### src/hw/rtl/slps_pkg.sv
// Shared constants and helper functions for the scatter list block-shift core.
package slps_pkg;

  localparam int ADDR_W    = 64;
  localparam int LEN_W     = 32;
  localparam int SHIFT_W   = 6;
  localparam int BSHIFT_W  = 5;
  localparam int COUNT_W   = 52;
  localparam int CFG_IDX_W = 1;
  localparam int CFG_W     = 64;

  // Running shift before any break lowers it.
  localparam logic [SHIFT_W-1:0] MAX_SHIFT = SHIFT_W'(31);

  // Configuration register indexes.
  localparam logic [CFG_IDX_W-1:0] REG_MIN_PAGE_SHIFT = CFG_IDX_W'(0);
  localparam logic [CFG_IDX_W-1:0] REG_VIRT_START     = CFG_IDX_W'(1);

  localparam logic [BSHIFT_W-1:0] MIN_PAGE_SHIFT_RST = BSHIFT_W'(12);

  // Trailing zero count; result is meaningless for v == 0.
  function automatic logic [SHIFT_W-1:0] low_zeros(input logic [ADDR_W-1:0] v);
    logic [SHIFT_W-1:0] n;
    n = '0;
    for (int i = ADDR_W - 1; i >= 0; i--) begin
      if (v[i]) begin
        n = SHIFT_W'(i);
      end
    end
    return n;
  endfunction

  // Mask of the low s bits.
  function automatic logic [ADDR_W-1:0] low_mask(input logic [SHIFT_W-1:0] s);
    return ~({ADDR_W{1'b1}} << s);
  endfunction

endpackage

### src/hw/rtl/slps_if.sv
// Handshake channels for scatter entries and block-shift results.
interface slps_seg_if;
  logic                          valid;
  logic                          ready;
  logic [slps_pkg::ADDR_W-1:0]   seg_addr;
  logic [slps_pkg::LEN_W-1:0]    seg_len;
  logic                          last_seg;

  modport source (output valid, seg_addr, seg_len, last_seg, input ready);
  modport sink   (input valid, seg_addr, seg_len, last_seg, output ready);
endinterface

interface slps_res_if;
  logic                          valid;
  logic                          ready;
  logic [slps_pkg::BSHIFT_W-1:0] xlat_shift;
  logic [slps_pkg::COUNT_W-1:0]  mtt_count;
  logic                          count_valid;
  logic                          misaligned;

  modport source (output valid, xlat_shift, mtt_count, count_valid, misaligned, input ready);
  modport sink   (input valid, xlat_shift, mtt_count, count_valid, misaligned, output ready);
endinterface

### src/hw/rtl/scatter_list_translation_page_size_core.sv
// Top level: block-shift and translation entry count for one scattered memory region.
//
// Scatter entries of a region arrive one word per cycle on seg while seg.ready
// is high; the word with last_seg set closes the region and yields one result
// word on res. Words without last_seg give no result. Every entry is taken
// when seg.ready is high: the running state (shift, end of the current
// contiguous run, summed length, region start) is updated by two 64-bit adds,
// the break compare, the shift compares and three trailing-zero counts.
// Closing a region goes through a snapshot register, a padding-add register
// and an output register that takes the shift and remainder test, so seg keeps
// accepting one word per cycle while a finished result waits; seg.ready drops
// only when all three finishing stages are full and res is stalled.
// Configuration (min_page_shift, virt_start) is written through
// wr_en/wr_index/wr_data and takes effect on the next entry.
module scatter_list_translation_page_size_core (
  input  logic                             clk,
  input  logic                             rst,
  input  logic                             wr_en,
  input  logic [slps_pkg::CFG_IDX_W-1:0]   wr_index,
  input  logic [slps_pkg::CFG_W-1:0]       wr_data,
  slps_seg_if.sink                         seg,
  slps_res_if.source                       res
);

  localparam int AW = slps_pkg::ADDR_W;
  localparam int SW = slps_pkg::SHIFT_W;
  localparam int BW = slps_pkg::BSHIFT_W;

  // Configuration registers
  logic [BW-1:0] min_page_shift;
  logic [AW-1:0] virt_start;

  // Running region state; tot_len is closed runs plus the open run.
  logic          first_pending, first_pending_next;
  logic          stopped, stopped_next;
  logic [SW-1:0] cur_shift, cur_shift_next;
  logic [AW-1:0] run_end, run_end_next;
  logic [AW-1:0] region_start, region_start_next;
  logic [AW-1:0] tot_len, tot_len_next;

  // Finish stage 1: snapshot of the closed region
  logic          b_valid;
  logic          b_stopped;
  logic [SW-1:0] b_shift;
  logic [BW-1:0] b_minsh;
  logic [AW-1:0] b_end;
  logic [AW-1:0] b_tot;
  logic [AW-1:0] b_region;

  // Finish stage 2: padded total
  logic          c_valid;
  logic          c_stopped;
  logic [SW-1:0] c_shift;
  logic [BW-1:0] c_shown;
  logic [AW-1:0] c_total;

  logic o_ready, c_ready, b_ready;
  logic accept;

  assign o_ready   = !res.valid || res.ready;
  assign c_ready   = !c_valid || o_ready;
  assign b_ready   = !b_valid || c_ready;
  assign seg.ready = b_ready;
  assign accept    = seg.valid && seg.ready;

  // Configuration writes
  always_ff @(posedge clk) begin
    if (rst) begin
      min_page_shift <= slps_pkg::MIN_PAGE_SHIFT_RST;
      virt_start     <= '0;
    end else if (wr_en) begin
      unique case (wr_index)
        slps_pkg::REG_MIN_PAGE_SHIFT: min_page_shift <= wr_data[BW-1:0];
        slps_pkg::REG_VIRT_START:     virt_start     <= wr_data[AW-1:0];
        default: ;
      endcase
    end
  end

  // Entry datapath
  logic [AW-1:0] len64;
  logic [AW-1:0] diff;
  logic [SW-1:0] tz_diff, tz_addr, tz_end;
  logic [SW-1:0] first_shift, s_addr, s_brk;
  logic          brk;
  logic [AW-1:0] end_sum, tot_sum;

  assign len64   = {{(AW - slps_pkg::LEN_W){1'b0}}, seg.seg_len};
  // Virtual start is page aligned before the compare.
  assign diff    = (virt_start & ~slps_pkg::low_mask({1'b0, min_page_shift})) ^ seg.seg_addr;
  assign tz_diff = slps_pkg::low_zeros(diff);
  assign tz_addr = slps_pkg::low_zeros(seg.seg_addr);
  assign tz_end  = slps_pkg::low_zeros(run_end);

  // All-zero difference keeps the maximum shift.
  assign first_shift = (diff != '0 && tz_diff < slps_pkg::MAX_SHIFT) ?
                       tz_diff : slps_pkg::MAX_SHIFT;

  // A break lowers the shift to the alignment of the new start and old end.
  assign brk    = run_end != seg.seg_addr;
  assign s_addr = (seg.seg_addr != '0 && tz_addr < cur_shift) ? tz_addr : cur_shift;
  assign s_brk  = (run_end != '0 && tz_end < s_addr) ? tz_end : s_addr;

  assign end_sum = ((first_pending || brk) ? seg.seg_addr : run_end) + len64;
  assign tot_sum = (first_pending ? '0 : tot_len) + len64;

  always_comb begin
    first_pending_next = first_pending;
    stopped_next       = stopped;
    cur_shift_next     = cur_shift;
    run_end_next       = run_end;
    region_start_next  = region_start;
    tot_len_next       = tot_len;
    priority if (first_pending) begin
      cur_shift_next     = first_shift;
      region_start_next  = seg.seg_addr;
      run_end_next       = end_sum;
      tot_len_next       = tot_sum;
      stopped_next       = 1'b0;
      first_pending_next = 1'b0;
    end else if (!stopped) begin
      if (brk) begin
        cur_shift_next = s_brk;
        if (s_brk <= {1'b0, min_page_shift}) begin
          stopped_next = 1'b1;
        end else begin
          run_end_next = end_sum;
          tot_len_next = tot_sum;
        end
      end else begin
        run_end_next = end_sum;
        tot_len_next = tot_sum;
      end
    end else begin
      // Stopped region: entries up to the closing one change nothing.
    end
    if (seg.last_seg) begin
      first_pending_next = 1'b1;
    end
  end

  always_ff @(posedge clk) begin
    if (rst) begin
      first_pending <= 1'b1;
      stopped       <= 1'b0;
      cur_shift     <= slps_pkg::MAX_SHIFT;
      run_end       <= '0;
      region_start  <= '0;
      tot_len       <= '0;
    end else if (accept) begin
      first_pending <= first_pending_next;
      stopped       <= stopped_next;
      cur_shift     <= cur_shift_next;
      run_end       <= run_end_next;
      region_start  <= region_start_next;
      tot_len       <= tot_len_next;
    end
  end

  // Finish stage 1: capture the closed region
  always_ff @(posedge clk) begin
    if (rst) begin
      b_valid <= 1'b0;
    end else if (b_ready) begin
      b_valid <= accept && seg.last_seg;
    end
  end

  always_ff @(posedge clk) begin
    if (b_ready) begin
      b_stopped <= stopped_next;
      b_shift   <= cur_shift_next;
      b_minsh   <= min_page_shift;
      b_end     <= run_end_next;
      b_tot     <= tot_len_next;
      b_region  <= region_start_next;
    end
  end

  // Finish stage 2: pad the first run down and the last run up to whole blocks
  logic [AW-1:0] b_mask, pad_head, pad_tail;

  assign b_mask   = slps_pkg::low_mask(b_shift);
  assign pad_head = b_region & b_mask;
  assign pad_tail = ((b_mask + AW'(1)) - (b_end & b_mask)) & b_mask;

  always_ff @(posedge clk) begin
    if (rst) begin
      c_valid <= 1'b0;
    end else if (c_ready) begin
      c_valid <= b_valid;
    end
  end

  always_ff @(posedge clk) begin
    if (c_ready) begin
      c_stopped <= b_stopped;
      c_shift   <= b_shift;
      c_shown   <= (b_shift < {1'b0, b_minsh}) ? b_minsh : b_shift[BW-1:0];
      c_total   <= b_tot + pad_head + pad_tail;
    end
  end

  // Output register: count and remainder test
  logic [AW-1:0] c_count;
  logic          c_rem;

  assign c_count = c_total >> c_shift;
  assign c_rem   = |(c_total & slps_pkg::low_mask(c_shift));

  always_ff @(posedge clk) begin
    if (rst) begin
      res.valid <= 1'b0;
    end else if (o_ready) begin
      res.valid <= c_valid;
    end
  end

  always_ff @(posedge clk) begin
    if (o_ready) begin
      res.xlat_shift  <= c_shown;
      res.mtt_count   <= c_stopped ? '0 : c_count[slps_pkg::COUNT_W-1:0];
      res.count_valid <= !c_stopped;
      res.misaligned  <= !c_stopped && c_rem;
    end
  end

endmodule

### src/flat_wrapper.sv
// flat-port wrapper written by rule: the top's interface ports become plain ports
module scatter_list_translation_page_size_core_flat 
  (clk, rst, wr_en, wr_index, wr_data, seg_valid, seg_seg_addr, seg_seg_len, seg_last_seg, seg_ready, res_valid, res_xlat_shift, res_mtt_count, res_count_valid, res_misaligned, res_ready);
  slps_seg_if seg_i ();
  slps_res_if res_i ();
  input  logic clk;
  input  logic rst;
  input  logic wr_en;
  input  logic [slps_pkg::CFG_IDX_W-1:0] wr_index;
  input  logic [slps_pkg::CFG_W-1:0] wr_data;
  input wire logic [$bits(seg_i.valid)-1:0] seg_valid;
  input wire logic [$bits(seg_i.seg_addr)-1:0] seg_seg_addr;
  input wire logic [$bits(seg_i.seg_len)-1:0] seg_seg_len;
  input wire logic [$bits(seg_i.last_seg)-1:0] seg_last_seg;
  output wire logic [$bits(seg_i.ready)-1:0] seg_ready;
  output wire logic [$bits(res_i.valid)-1:0] res_valid;
  output wire logic [$bits(res_i.xlat_shift)-1:0] res_xlat_shift;
  output wire logic [$bits(res_i.mtt_count)-1:0] res_mtt_count;
  output wire logic [$bits(res_i.count_valid)-1:0] res_count_valid;
  output wire logic [$bits(res_i.misaligned)-1:0] res_misaligned;
  input wire logic [$bits(res_i.ready)-1:0] res_ready;
  assign seg_i.valid = seg_valid;
  assign seg_i.seg_addr = seg_seg_addr;
  assign seg_i.seg_len = seg_seg_len;
  assign seg_i.last_seg = seg_last_seg;
  assign seg_ready = seg_i.ready;
  assign res_valid = res_i.valid;
  assign res_xlat_shift = res_i.xlat_shift;
  assign res_mtt_count = res_i.mtt_count;
  assign res_count_valid = res_i.count_valid;
  assign res_misaligned = res_i.misaligned;
  assign res_i.ready = res_ready;
  scatter_list_translation_page_size_core u_core (.clk(clk), .rst(rst), .wr_en(wr_en), .wr_index(wr_index), .wr_data(wr_data), .seg(seg_i), .res(res_i));
endmodule
### config.mk
export PLATFORM = sky130hd
export DESIGN_NAME = scatter_list_translation_page_size_core_flat
export DESIGN_NICKNAME = d
export VERILOG_FILES = /design/src/hw/rtl/slps_pkg.sv /design/src/hw/rtl/slps_if.sv /design/src/hw/rtl/scatter_list_translation_page_size_core.sv /design/src/flat_wrapper.sv
export SDC_FILE = /design/constraint.sdc
export NUM_CORES = 2
export LEC_CHECK = 0
export ABC_AREA = 1
export CAP_MARGIN = 10
export CORE_MARGIN = 3
export CORE_UTILIZATION = 61
export CTS_CLUSTER_SIZE = 10
export DETAILED_ROUTE_END_ITERATION = 16
export DONT_BUFFER_PORTS = 1
export PLACE_DENSITY = 0.77
export SLEW_MARGIN = 20
export SYNTH_ARGS = -nofsm -noshare
export SYNTH_HDL_FRONTEND = slang
export SYNTH_SLANG_ARGS = --single-unit
### constraint.sdc
create_clock -name clk -period 20.3 [get_ports clk]
set_input_delay 4.06 -clock clk [delete_from_list [all_inputs] [get_ports clk]]
set_output_delay 4.06 -clock clk [all_outputs]
set_load 0.03 [all_outputs]
; ---- Yosys cells after proc, flatten, opt, wreduce, memory -nomap -nowiden
; Index checks and enable logic that the tools add are counted.
[totals]
ram_bits = 0
latch_bits = 0
out_inout_bits = 61
ff_bits = 611
mem_count = 0
romBits = 0
[op_classes]
addsub = 6
eq_ne = 1
n_shift = 4
n_mux = 215
mul = 0
div = 0
n_reduce_logical = 20
bitwise = 11
order_cmp = 5
[op_table]
columns = op, n
row1 = two-way mux 6 bit, 198
row2 = two-way mux 64 bit, 11
row3 = bitwise AND 64 bit, 5
row4 = inverter 64 bit, 4
row5 = nonzero test 64 bit, 3
row6 = adder 64 x 32 -> 64 bit, 2
row7 = adder 64 bit, 2
row8 = << shifter 64 x 6 -> 64 bit (first input constant), 2
row9 = adder 64 x 1 -> 64 bit (second input constant), 1
row10 = inequality test 64 bit, 1
row11 = OR reduction 64 bit, 1
row12 = << shifter 64 x 5 -> 64 bit (first input constant), 1
row13 = >> shifter 64 x 6 -> 52 bit, 1
row14 = subtractor 64 bit, 1
row15 = bitwise XOR 64 bit, 1
row16 = less-than comparator 6 bit, 2
row17 = <= comparator 6 x 5 -> 1 bit, 1
row18 = logical AND 1 bit, 6
row19 = less-than comparator 6 x 5 -> 1 bit, 1
row20 = less-than comparator 6 x 5 -> 1 bit (second input constant), 1
row21 = two-way mux 1 bit, 5
row22 = two-way mux 5 bit, 1
row23 = zero test 1 bit, 4
row24 = logical OR 1 bit, 4
row25 = other kinds (2), 3

; ---- Longest topological paths before layout
[depth]
ltp_word = 75
ltp_mapped = 99

; ---- Worst setup path after synthesis
; No wires, ideal clock.
[synth_timing]
kind = in2out
start = in res_ready
end = out seg_ready
n_path_buf = 0
arrival_time_ns = 10.109
path_stages = 4
setup_slack_ns = 6.131
t_required_ns = 16.240
path_cell_list = inv_1 -> nand2_1 -> nor2_1 -> nand2_1
[synth_via]
elab_chain_cells = 3
[synth_rtl]
columns = item, line_no
row1 = start: declaration, flat_wrapper.sv:21  ; input wire logic [$bits(res_i.ready)-1:0] res_ready;
row2 = logical OR 1 bit, scatter_list_translation_page_size_core.sv:60  ; assign o_ready = !res.valid || res.ready;
row3 = net u_core.o_ready, scatter_list_translation_page_size_core.sv:57  ; logic o_ready, c_ready, b_ready;
row4 = logical OR 1 bit, scatter_list_translation_page_size_core.sv:61  ; assign c_ready = !c_valid || o_ready;
row5 = logical OR 1 bit, scatter_list_translation_page_size_core.sv:62  ; assign b_ready = !b_valid || c_ready;
row6 = end: declaration, flat_wrapper.sv:15  ; output wire logic [$bits(seg_i.ready)-1:0] seg_ready;
; The timed path passes the listed nets, and every way through them passes these cells.

; ---- Final worst setup path
[layout_timing]
start = in seg_seg_addr[61]
end = reg u_core.run_end[36]
[layout_via]
elab_chain_cells = 73
elab_cells_between_ends = 78
[layout_rtl]
columns = item, line_no
row1 = start: declaration, flat_wrapper.sv:12  ; input wire logic [$bits(seg_i.seg_addr)-1:0] seg_seg_addr;
row2 = two-way mux 6 bit (62 in series), slps_pkg.sv:26  ; if (v[i]) begin
row3 = less-than comparator 6 bit, scatter_list_translation_page_size_core.sv:101  ; assign s_addr = (seg.seg_addr != '0 && tz_addr < cur_shift) ? tz_addr : cur_shift;
row4 = logical AND 1 bit, scatter_list_translation_page_size_core.sv:101
row5 = two-way mux 6 bit, scatter_list_translation_page_size_core.sv:101
row6 = less-than comparator 6 bit, scatter_list_translation_page_size_core.sv:102  ; assign s_brk = (run_end != '0 && tz_end < s_addr) ? tz_end : s_addr;
row7 = logical AND 1 bit, scatter_list_translation_page_size_core.sv:102
row8 = two-way mux 6 bit, scatter_list_translation_page_size_core.sv:102
row9 = <= comparator 6 x 5 -> 1 bit, scatter_list_translation_page_size_core.sv:124  ; if (s_brk <= {1'b0, min_page_shift}) begin
row10 = two-way mux 64 bit, scatter_list_translation_page_size_core.sv:124
row11 = two-way mux 64 bit, scatter_list_translation_page_size_core.sv:122  ; if (brk) begin
row12 = two-way mux 64 bit, scatter_list_translation_page_size_core.sv:121  ; end else if (!stopped) begin
row13 = two-way mux 64 bit *, scatter_list_translation_page_size_core.sv:114  ; priority if (first_pending) begin
row14 = end signal: assignment, scatter_list_translation_page_size_core.sv:154  ; run_end <= run_end_next;
row15 = end: declaration, scatter_list_translation_page_size_core.sv:37  ; logic [AW-1:0] run_end, run_end_next;
; Every way passes the cells marked *; elsewhere a longest branch is shown, timed or not.
; A chain may end at the register's enable or synchronous reset.

==> summary.md <==
| Metric | Value |
|---|---|
| Status | `completed` |
| Most Crowded Layer GR | `met2` |
| Ys Warns | `0` |
| Fin nets | `6497` |
| Die W | `275 µm` |
| CP peak stage delay | `0.66 ns` |
| Most frequent CP cell | `nand2_1` |
| Element type at the critical path end | `flop` |
| Ys flop type | `edfxtp_1` |
| R2r setup slk | `9.75 ns` |
| R2R Path Start | `u_core.b_shift[4]` |
| Drt first-iter violations | `4466` |
| VDD IR max | `0.0877 mV` |
| Yosys reg bits | `608` |
| Leakage | `22.5 nW` |
| Clock root cell | `clkbuf_16` |
| Max Cap Viol | `0` |
| CP max-delay cell | `nand2_1` |
| Rel. slew slack | `0.269` |
| Final cycle utilization of the critical path | `0.591` |
| RSZ-0062 raised after global routing | `no` |
| Antenna violations before repair | `1` |
| Ys async rst share | `0` |
| Reg-to-Reg End | `u_core.c_total[63]` |
| CP max FO | `54` |
| Post-Route WL | `141 mm` |
| P&R area growth vs syn | `5.89%` |
| Final Critical Period | `12.01 ns` |
| Clock tree buffer depth | `3` |
| Final worst setup slack | `8.29 ns` |
| CP bufs+invs | `2` |
| Overflow after GRT | `0` |
| Row cnt | `97` |
| Worst slack, placed | `7.69 ns` |
| Die Y | `275 µm` |
| Port buffer count | `0` |
| Synth Instances | `6226` |
| Post-CTS setup buffers | `0` |
| TNS Setup | `0 ns` |
| Global Route met2 Usage | `0.556` |
| PD cells | `89.4 nW/µm²` |
| Final std cells w/o fill | `7050` |
| Clk sinks | `608` |
| Clock Latency Late Sink | `0.64 ns` |
| Sequential cell area fraction in the yosys report | `0.353` |
| Placed Instances | `6922` |
| Mapped Area | `44000 µm²` |
| Post-cts repair resize count | `0` |
| Initial core utilization | `0.622` |
| Vias | `41177` |
| Worst setup SP type | `primary input` |
| Drt wl/cell | `20.1 µm` |
| Critical path required time | `20.82 ns` |
| Layout cells sized above 1 | `0.0399` |
| H-tree level count | `3` |
| First-pass GRT wire length | `213 mm` |
| CP top delay family | `simple AND/OR/NAND/NOR gates` |
| Largest net degree at the start of global routing | `145` |
| Tot GR Track Use | `0.367` |
| Yosys cell types | `67` |
| Vias per Instance | `5.84` |
| Clk_skew | `0.0329 ns` |
| Overall power | `0.00417 W` |
| Hold worst-path end | `u_core.region_start[46]` |
| Met3 Usage GRT | `0.0811` |
| Post-synth EDFFs | `337` |
| Avg Cell Area, Syn | `7.07 µm²` |
| Final setup vio count | `0` |
| DRC | `0` |
| Hold WC Path Type | `reg -> reg` |
| Clock transition at path regs | `0.05 ns` |
| M1 GR Usage | `0.504` |
| Vias in the first global route | `37039` |
| Final antenna-violating net count | `0` |
| Hold buffers post-CTS | `0` |
| Critical path class | `in -> reg` |
| Routability-driven placement congestion ratio | `1.03` |
| N_diodes | `0` |
| DRT Pass-1 Iters | `6` |
| Highest clock rate | `83.3 MHz` |
| Hold Crit Start | `u_core.region_start[46]` |
| Worst Tran Pin Value | `1.09 ns` |
| Io pins | `228` |
| R2R depth | `62` |
| Arrival @ worst endpoint | `12.53 ns` |
| Final Hold Viols | `0` |
| Worst Hold Depth | `2` |
| DIE AREA | `75400 µm²` |
| Core Area | `70800 µm²` |
| Slew Viols, Final | `0` |
| HPWL after DPL | `109 mm` |
| Total clock buffers created by CTS | `74` |
| TritonCTS clock tree | `yes` |
report_power, final:
group / internal [W] / switching, W / total, W
registers: 0.00151 / 0.000227 / 0.00174
logic: 0.000374 / 0.000794 / 0.00117
clock network: 0.000731 / 0.000530 / 0.00126
worst max-delay path by stage:
stage / startpoint / to / slack (ns) / cells past startpoint
after floorplan: res_ready / seg_ready / 6.13 / 4
after global placement: seg_seg_addr[61] / u_core.tot_len[6] / 7.79 / 92
after detailed placement: seg_seg_addr[61] / u_core.run_end[23] / 7.69 / 92
after CTS: seg_seg_addr[61] / u_core.run_end[23] / 8.31 / 92
after global routing: seg_seg_addr[61] / u_core.run_end[11] / 6.80 / 92
final: seg_seg_addr[61] / u_core.run_end[36] / 8.29 / 92
layout by cell type, fill, tap and decap left out, drive strengths merged, types with 176 or more instances in the layout:
cell,n
nand2,1373
inv,1017
o21ai,781
nor2,610
a21oi,449
edfxtp,337
dfxtp,271
nand3,239
ha,205
xor2,176
metal layers:
metal	wire, µm	up-vias	share of wire
li1	-	19916	-
met1	57900	18751	0.41
met2	59900	2159	0.42
met3	16000	349	0.11
met4	7560	2	0.053
met5	13	-	0.000092
worst reg2reg max path, delay by kind of cell (launching register included):
| kind | cells | cell delay (ns) |
|---|---|---|
| compound gates | 22 | 4.16 |
| xor+xnor | 1 | 0.13 |
| fa+ha+maj | 3 | 1.05 |
| buf+inv | 23 | 2.29 |
| flops | 1 | 0.35 |
| simple gates | 13 | 2.32 |
cells in the mapped netlist, types with 18 or more instances:
cell / n / area (µm²)
xor2_1: 176 / 1540
nand4_1: 84 / 526
o21bai_1: 18 / 135
nor2_1: 607 / 2280
nor3_1: 46 / 230
or2_2: 38 / 238
o21ai_2: 25 / 219
a21oi_1: 445 / 2230
mux2i_1: 35 / 350
ha_1: 205 / 2560
inv_2: 26 / 97.6
xnor2_1: 38 / 333
a31oi_1: 21 / 131
nor4_1: 22 / 138
nand2_1: 1365 / 5120
buf_2: 28 / 140
inv_1: 987 / 3700
dfxtp_1: 271 / 5430
o211ai_1: 21 / 158
fa_1: 67 / 1340
nand3_1: 237 / 1190
clkbuf_1: 211 / 792
edfxtp_1: 337 / 10100
o21ai_1: 31 / 155
buf_1: 25 / 93.8
o21ai_0: 721 / 3610
area by class of cell:
class	count	area, µm²
Fill cell	6200	24100
Clock buffer	116	2070
Clock inverter	12	198
Inverter	1018	3820
Multi-Input combinational cell	4330	23600
Tap cell	940	1180
Timing Repair Buffer	26	211
Sequential cell	608	15500
cell families after synthesis:
| kind of cell | count (synthesis) | synth area share |
|---|---|---|
| compound gates | 1385 | 0.171 |
| xor+xnor | 214 | 0.0426 |
| fa+ha+maj | 272 | 0.0887 |
| buf+inv | 1289 | 0.112 |
| flops | 608 | 0.353 |
| mux | 35 | 0.00796 |
| other cells | 1 | 0.0000852 |
| simple gates | 2422 | 0.225 |
sequential cells by signal, indices dropped and copies added (netlist names), 5 cells and up:
signal,cells
u_core.b_tot,64
u_core.res.xlat_shift,5
u_core.b_minsh,5
u_core.virt_start,64
u_core.c_shift,6
u_core.c_shown,5
u_core.region_start,63
u_core.b_region,63
u_core.min_page_shift,5
u_core.b_shift,6
u_core.run_end,64
u_core.cur_shift,6
u_core.b_end,63
u_core.res.mtt_count,52
u_core.c_total,64
u_core.tot_len,64
stage by stage:
step / hold WS, ns / instance area, µm² / util
6_report: 0.448 / 46600 / 0.659
4_1_cts: 0.447 / 46600 / 0.659
2_1_floorplan: 0.400 / 44000 / -
3_3_place_gp: 0.434 / 44300 / 0.627
3_5_place_dp: 0.441 / 44300 / 0.627
5_1_grt: 0.463 / 46600 / 0.659
(Power assumes the default switching activity.)
